## src/rtl/ebc_pkg.sv

```systemverilog
// Package: shared types, constants and state codes for the binomial coefficient block.
`default_nettype none
package ebc_pkg;
   localparam int WordBits = 64;

   typedef struct packed {
      logic [WordBits-1:0] n;
      logic [WordBits-1:0] k;
   } req_type;

   typedef struct packed {
      logic [WordBits-1:0] coefficient;
      logic                overflow;
   } rsp_type;

   typedef enum logic [2:0] {
      ST_IDLE,
      ST_SETUP,
      ST_MUL,
      ST_DIV,
      ST_DONE
   } state_type;

   typedef struct packed {
      logic load;       // capture a new item and classify it
      logic mul_start;  // begin the checked multiply of one step
      logic div_start;  // begin the exact division of one step
      logic rsp_take;   // result item was taken
   } cmd_type;

   typedef struct packed {
      logic trivial;    // result known without stepping
      logic last_step;  // j equals the step count
      logic mul_done;
      logic mul_ovf;
      logic div_done;
   } sts_type;
endpackage
`default_nettype wire

```

## src/rtl/exact_binomial_coefficient_top.sv

```systemverilog
// Top level: binomial coefficient C(n,k) with valid/ready item channels.
`default_nettype none
// Computes C(n,k) over 64-bit unsigned words, one item at a time. An item with
// k>n, k=0 or k=n goes from setup straight to the result. Otherwise min(k,n-k)
// steps run, each a shift-add multiply over all 64 multiplier bits (overflow
// checked every bit) and a restoring divide by the step index; overflow ends
// the run by step 65, and a finished item then waits for any result stall.
// Overflow yields coefficient 0 with overflow set.
// A new item is taken only after the previous result item is delivered.
module exact_binomial_coefficient_top (
   input  wire logic             clock,
   input  wire logic             reset,
   input  wire logic             req_valid,
   output      logic             req_ready,
   input  wire ebc_pkg::req_type req_data,
   output      logic             rsp_valid,
   input  wire logic             rsp_ready,
   output      ebc_pkg::rsp_type rsp_data
);
   import ebc_pkg::*;

   cmd_type cmd;
   sts_type sts;

   ebc_ctrl u_ctrl (
      .clock, .reset, .req_valid, .req_ready, .rsp_valid, .rsp_ready,
      .sts, .cmd
   );

   ebc_datapath u_dp (
      .clock, .req_data, .cmd, .sts, .rsp_data
   );
endmodule
`default_nettype wire

```

## src/rtl/ebc_ctrl.sv

```systemverilog
// Controller: sequences setup, multiply and divide phases of each item.
`default_nettype none
module ebc_ctrl (
   input  wire logic            clock,
   input  wire logic            reset,
   input  wire logic            req_valid,
   output      logic            req_ready,
   output      logic            rsp_valid,
   input  wire logic            rsp_ready,
   input  wire ebc_pkg::sts_type sts,
   output      ebc_pkg::cmd_type cmd
);
   import ebc_pkg::*;

   state_type state_ff, state_in;

   always_ff @(posedge clock) begin
      if (reset) begin
         state_ff <= ST_IDLE;
      end else begin
         state_ff <= state_in;
      end
   end

   always_comb begin
      state_in = state_ff;
      case (state_ff)
         ST_IDLE:  if (req_valid) state_in = ST_SETUP;
         ST_SETUP: state_in = sts.trivial ? ST_DONE : ST_MUL;
         ST_MUL: begin
            if (sts.mul_done) state_in = sts.mul_ovf ? ST_DONE : ST_DIV;
         end
         ST_DIV: begin
            if (sts.div_done) state_in = sts.last_step ? ST_DONE : ST_MUL;
         end
         ST_DONE:  if (rsp_ready) state_in = ST_IDLE;
         default:  state_in = ST_IDLE;
      endcase
   end

   always_comb begin
      req_ready     = (state_ff == ST_IDLE);
      rsp_valid     = (state_ff == ST_DONE);
      cmd.load      = (state_ff == ST_IDLE) && req_valid;
      cmd.mul_start = ((state_ff == ST_SETUP) && !sts.trivial) ||
                      ((state_ff == ST_DIV) && sts.div_done && !sts.last_step);
      cmd.div_start = (state_ff == ST_MUL) && sts.mul_done && !sts.mul_ovf;
      cmd.rsp_take  = (state_ff == ST_DONE) && rsp_ready;
   end

   a_start_exclusive: assert property (@(posedge clock) disable iff (reset)
      !(cmd.mul_start && cmd.div_start))
      else $error("multiply and divide started together");
   a_done_holds: assert property (@(posedge clock) disable iff (reset)
      rsp_valid && !rsp_ready |=> rsp_valid)
      else $error("result dropped before taken");
   a_no_accept_busy: assert property (@(posedge clock) disable iff (reset)
      cmd.load |=> state_ff == ST_SETUP)
      else $error("load did not enter setup");
endmodule
`default_nettype wire

```

## src/rtl/ebc_datapath.sv

```systemverilog
// Datapath: operand registers, shift-add checked multiplier, restoring divider.
`default_nettype none
module ebc_datapath (
   input  wire logic             clock,
   input  wire ebc_pkg::req_type req_data,
   input  wire ebc_pkg::cmd_type cmd,
   output      ebc_pkg::sts_type sts,
   output      ebc_pkg::rsp_type rsp_data
);
   import ebc_pkg::*;

   localparam int CntBits = $clog2(WordBits + 1);

   logic [WordBits-1:0] n_ff, n_in;
   logic [WordBits-1:0] steps_ff, steps_in;
   logic [WordBits-1:0] j_ff, j_in;
   logic [WordBits-1:0] val_ff, val_in;
   logic [WordBits-1:0] factor_ff, factor_in;
   logic [WordBits-1:0] rem_ff, rem_in;
   logic [CntBits-1:0]  cnt_ff, cnt_in;
   logic                trivial_ff, trivial_in;
   logic                ovf_ff, ovf_in;
   logic                mul_busy_ff, mul_busy_in;
   logic                div_busy_ff, div_busy_in;

   logic [WordBits-1:0] nmk;
   logic                k_gt_n;
   logic [WordBits:0]   acc_sum;
   logic [WordBits:0]   rem_shift;
   logic [WordBits:0]   rem_diff;
   logic                cnt_last;

   assign nmk       = req_data.n - req_data.k;
   assign k_gt_n    = req_data.k > req_data.n;
   assign cnt_last  = (cnt_ff == CntBits'(WordBits - 1));
   // multiply: val_ff is the running product, factor_ff is shifted multiplier, rem_ff multiplicand
   assign acc_sum   = {1'b0, val_ff} + {1'b0, rem_ff};
   // divide: rem_ff remainder, val_ff dividend shifting into quotient
   assign rem_shift = {rem_ff, val_ff[WordBits-1]};
   assign rem_diff  = rem_shift - {1'b0, j_ff};

   always_comb begin
      n_in = n_ff; steps_in = steps_ff; j_in = j_ff; val_in = val_ff;
      factor_in = factor_ff; rem_in = rem_ff; cnt_in = cnt_ff;
      trivial_in = trivial_ff; ovf_in = ovf_ff;
      mul_busy_in = mul_busy_ff; div_busy_in = div_busy_ff;
      if (cmd.load) begin
         n_in        = req_data.n;
         steps_in    = (req_data.k > nmk) ? nmk : req_data.k;
         trivial_in  = k_gt_n || req_data.k == '0 || req_data.k == req_data.n;
         val_in      = k_gt_n ? '0 : WordBits'(1);
         j_in        = WordBits'(1);
         ovf_in      = 1'b0;
         mul_busy_in = 1'b0;
         div_busy_in = 1'b0;
      end else if (mul_busy_ff) begin
         if (factor_ff[0]) begin
            val_in = acc_sum[WordBits-1:0];
            if (acc_sum[WordBits]) ovf_in = 1'b1;
         end
         if (factor_ff[WordBits-1:1] != '0 && rem_ff[WordBits-1]) ovf_in = 1'b1;
         rem_in    = rem_ff << 1;
         factor_in = factor_ff >> 1;
         cnt_in    = cnt_ff + CntBits'(1);
         if (cnt_last) mul_busy_in = 1'b0;
      end else if (div_busy_ff) begin
         if (!rem_diff[WordBits]) begin
            rem_in = rem_diff[WordBits-1:0];
            val_in = {val_ff[WordBits-2:0], 1'b1};
         end else begin
            rem_in = rem_shift[WordBits-1:0];
            val_in = {val_ff[WordBits-2:0], 1'b0};
         end
         cnt_in = cnt_ff + CntBits'(1);
         if (cnt_last) begin
            div_busy_in = 1'b0;
         end
      end else if (cmd.rsp_take) begin
         ovf_in = 1'b0;
      end
      // advance j once the step's division retires
      if (div_busy_ff && cnt_last) j_in = j_ff + WordBits'(1);
      // start the next phase off the values the retiring phase leaves behind
      if (cmd.mul_start) begin
         // multiplicand = current val, multiplier = n-(j-1); accumulate LSB first
         rem_in      = val_in;
         factor_in   = n_ff - (j_in - WordBits'(1));
         val_in      = '0;
         cnt_in      = '0;
         mul_busy_in = 1'b1;
      end
      if (cmd.div_start) begin
         rem_in      = '0;
         cnt_in      = '0;
         div_busy_in = 1'b1;
      end
   end

   always_ff @(posedge clock) begin
      n_ff <= n_in; steps_ff <= steps_in; j_ff <= j_in; val_ff <= val_in;
      factor_ff <= factor_in; rem_ff <= rem_in; cnt_ff <= cnt_in;
      trivial_ff <= trivial_in; ovf_ff <= ovf_in;
      mul_busy_ff <= mul_busy_in; div_busy_ff <= div_busy_in;
   end

   assign sts.trivial   = trivial_ff;
   assign sts.last_step = (j_ff == steps_ff);
   assign sts.mul_done  = mul_busy_ff && cnt_last;
   // overflow check includes the final add of this cycle
   assign sts.mul_ovf   = ovf_ff || (factor_ff[0] && acc_sum[WordBits]);
   assign sts.div_done  = div_busy_ff && cnt_last;

   assign rsp_data.coefficient = ovf_ff ? '0 : val_ff;
   assign rsp_data.overflow    = ovf_ff;
endmodule
`default_nettype wire
```

## config.mk

```make
export PLATFORM = sky130hd
export DESIGN_NAME = exact_binomial_coefficient_top
export DESIGN_NICKNAME = d
export VERILOG_FILES = /design/src/rtl/ebc_pkg.sv /design/src/rtl/exact_binomial_coefficient_top.sv /design/src/rtl/ebc_ctrl.sv /design/src/rtl/ebc_datapath.sv
export SDC_FILE = /design/constraint.sdc
export NUM_CORES = 2
export LEC_CHECK = 0
export BUFFER_PORTS_ARGS = -buffer_cell sky130_fd_sc_hd__buf_2
export CAP_MARGIN = 10
export CORE_MARGIN = 3
export CORE_UTILIZATION = 55
export DETAILED_ROUTE_END_ITERATION = 8
export PLACE_DENSITY_LB_ADDON = 0.2
export SLEW_MARGIN = 20
export SYNTH_ARGS = -nofsm -noshare
export SYNTH_HDL_FRONTEND = slang
export SYNTH_SLANG_ARGS = --single-unit
```

## constraint.sdc

```tcl
create_clock -name clock -period 17.1 [get_ports clock]
set_input_delay 3.42 -clock clock [delete_from_list [all_inputs] [get_ports clock]]
set_output_delay 3.42 -clock clock [all_outputs]
set_load 0.02 [all_outputs]
```

==> qor.csv <==
metric,value,unit
"Primary FF master, synth",dfxtp_1,
"EDFF count, synth",193,
maximum fanout along the worst path,35,
min Tclk post-route,11.57,ns
vias in the first global route,30500,
Longest Clk Path Bufs,3,
skew final,0.0345,ns
CP max stage delay,0.63,ns
gpl congestion,0.981,
clock insertion delay at the later pin of the skew report,0.60,ns
peak supply drop,0.0000986,V
DRC viols,0,
clock slew at reported path FFs,0.06,ns
DRT Pass-1 Iters,6,
setup violators final,0,
DR iter-0 viols,3164,
multi-input logic area,24400,um^2
final setup margin,5.53,ns
Max Cap Violations,0,
Tcrit/Tclk final,0.676,
die area,68900,um^2
initial antenna violation count,0,
syn_nets,4996,
num ports,199,
Clock power frac,0.142,
Synth warnings,0,
slowest CP cell,a2111oi_2,
Least-Margin Pin Slew,1.00,ns
hold wc startpoint,u_dp.cnt_ff[5]$_SDFFE_PP0P_,
Die W,262,um
CTS tree,built,
Register Area,9910,um^2
H-tree Lvls,2,
CTS Hold Bufs,0,
DR WL/cell,20.8,um
Clock Sinks,398,
CP Data Arrival Time,11.89,ns
largest net degree at the start of global routing,90,
Chip Height,262,um
Pint,3.46,mW
final net count,5041,
initial core utilization,0.559,
Logic pwr share,0.614,
CTS Buf Count,43,
Via density,6.16,
total global-route track usage,0.311,
Async SR Flop Fraction,0,
reg-to-reg startpoint,u_dp.cnt_ff[0]$_SDFFE_PP0P_,
RSZ-0062 raised after global routing,false,
via count,33300,
Setup crit start kind,input pin,
mapped cell area,36200,um^2
Seq pwr share,0.245,
Setup Total Neg Slack,0,ns
"Seq/Total Area, Yosys",0.274,
fill cell count,6040,
num rows,93,
worst hold path class,flop to flop,
IO Port Bufs,198,
CTS root buffer,clkbuf_16,
crit end category,flop,
net load switching power,3.17,mW
gate count of the mapped netlist,4477,
"FF+latch count, synth",398,
Slew HR,0.327,
worst path required time,17.43,ns
status,"finished, final reports clean",
Pleak,16.4,nW
area grow syn2layout,8.01,%
cts repair resizes,0,
Core Box Area,64700,um^2
post-synthesis average cell area,8.08,um^2
"Hold Violations, Final",0,
Sw Ratio,0.478,
Final ANT Viol Nets,0,
setup bufs post-CTS,0,
first-pass GRT wire length,173,mm
pre-CTS setup slack,5.06,ns
power per cell area,170,nW/um^2
Detailed Route WL,112,mm
Cell variety after synth,94,
crit path from,req_data[0],
Detailed Place HPWL,90.3,mm
FMAX,86.5,MHz
share of post-route cells with drive strength above 1,0.0860,
Max Slew Vio Count,0,
total gr overflow,0,
type of the worst setup path,input pin to flop,
n_diodes,0,
## layout make-up
cell class / count / share of cell area
Inverter: 272 / 0.0263
Tap cell: 855 / 0.0274
Sequential cell: 398 / 0.254
Multi-Input combinational cell: 3575 / 0.625
Timing Repair Buffer: 232 / 0.0319
Clock buffer: 58 / 0.0320
Clock inverter: 21 / 0.00400
## path summary, 6_finish.rpt
check                                                         to  slack, ns  depth (start not counted)
worst min-delay path                 u_dp.cnt_ff[5]$_SDFFE_PP0P_       0.52                          2
worst max-delay path                 u_dp.steps_ff[49]$_DFFE_PP_       5.53                         30
worst min register to register       u_dp.cnt_ff[5]$_SDFFE_PP0P_       0.52                          2
worst max register to register  u_dp.factor_ff[63]$_SDFFCE_PN0P_      10.03                         26
## cell usage in the layout, fill, tap and decap left out, drive strengths merged, types with 135 or more instances in the layout
cell type  instances
buf              232
ha               383
nand2            393
mux2i            135
a21o             150
inv              274
dfxtp            205
o21ai            286
edfxtp           193
xnor2            204
nor2             340
a21oi            458
## registers in the layout (all words and copies together), names as in the netlist, 3 cells and up
name / cells
u_dp.cnt_ff: 7
u_dp.rem_ff: 64
u_dp.factor_ff: 64
u_ctrl.state_ff: 3
u_dp.val_ff: 64
u_dp.n_ff: 64
u_dp.steps_ff: 64
u_dp.j_ff: 64
## layer usage
| metal | up-vias | track usage | part of all wire |
|---|---|---|---|
| li1 | 16500 | - | - |
| met1 | 15400 | 0.455 | 0.47 |
| met2 | 1249 | 0.477 | 0.43 |
| met3 | 168 | 0.0303 | 0.067 |
| met4 | 0 | 0.111 | 0.038 |
| met5 | - | 0 | 0 |
## power by group through the flow
stage,clock (mW),combinational [mW],sequential (mW)
2_1_floorplan,0,3.15,1.49
3_3_place_gp,0,3.96,1.62
3_5_place_dp,0,3.99,1.62
4_1_cts,0.949,4.02,1.60
5_1_grt,0.983,4.51,1.64
6_report,0.939,4.07,1.62
## cell usage after synthesis (38+ instances only)
| cell type | number | share of area |
|---|---|---|
| a21oi_1 | 458 | 0.063 |
| nand2_1 | 393 | 0.041 |
| ha_1 | 383 | 0.13 |
| nor2_1 | 338 | 0.035 |
| o21ai_0 | 278 | 0.038 |
| inv_1 | 270 | 0.028 |
| dfxtp_1 | 205 | 0.11 |
| xnor2_1 | 204 | 0.049 |
| edfxtp_1 | 193 | 0.16 |
| clkbuf_1 | 180 | 0.019 |
| a21o_1 | 150 | 0.031 |
| mux2i_1 | 135 | 0.037 |
| nor2b_1 | 119 | 0.021 |
| nand4_1 | 118 | 0.020 |
| nand3_1 | 114 | 0.016 |
| xor2_1 | 100 | 0.024 |
| nor3_1 | 75 | 0.010 |
| a211oi_1 | 61 | 0.013 |
| nor4_1 | 58 | 0.010 |
| a31oi_1 | 42 | 0.0073 |
| o21bai_1 | 40 | 0.0083 |
| o21a_1 | 38 | 0.0079 |
## worst max-delay path: cells and delay by family
family / cells / cell delay (ns)
and+or+nand+nor: 10 / 2.22
adders and majority gates: 3 / 0.92
xor gates and xnor gates: 1 / 0.18
buffers and inverters: 4 / 1.37
AOI/OAI and AO/OA: 12 / 3.68
## metrics by stage
step	hold WS, ns	cell area (um^2)	total power, mW	cells	util
floorplan	0.460	36200	4.64	4477	-
global placement	0.496	37700	5.58	5332	0.582
detailed placement	0.508	37700	5.61	5332	0.582
CTS	0.526	39100	6.57	5411	0.604
global route	0.553	39100	7.14	5411	0.604
finish	0.525	39100	6.63	5411	0.604
## cells by family after synthesis
group	share of synthesized area
AO/OA/AOI/OAI	0.232
adder cells (fa/ha/maj)	0.135
flip-flops	0.274
XOR/XNOR	0.0736
buffers and inverters	0.0531
AND/OR/NAND/NOR	0.186
multiplexers	0.0470
Power figures use the tool's default switching activity.
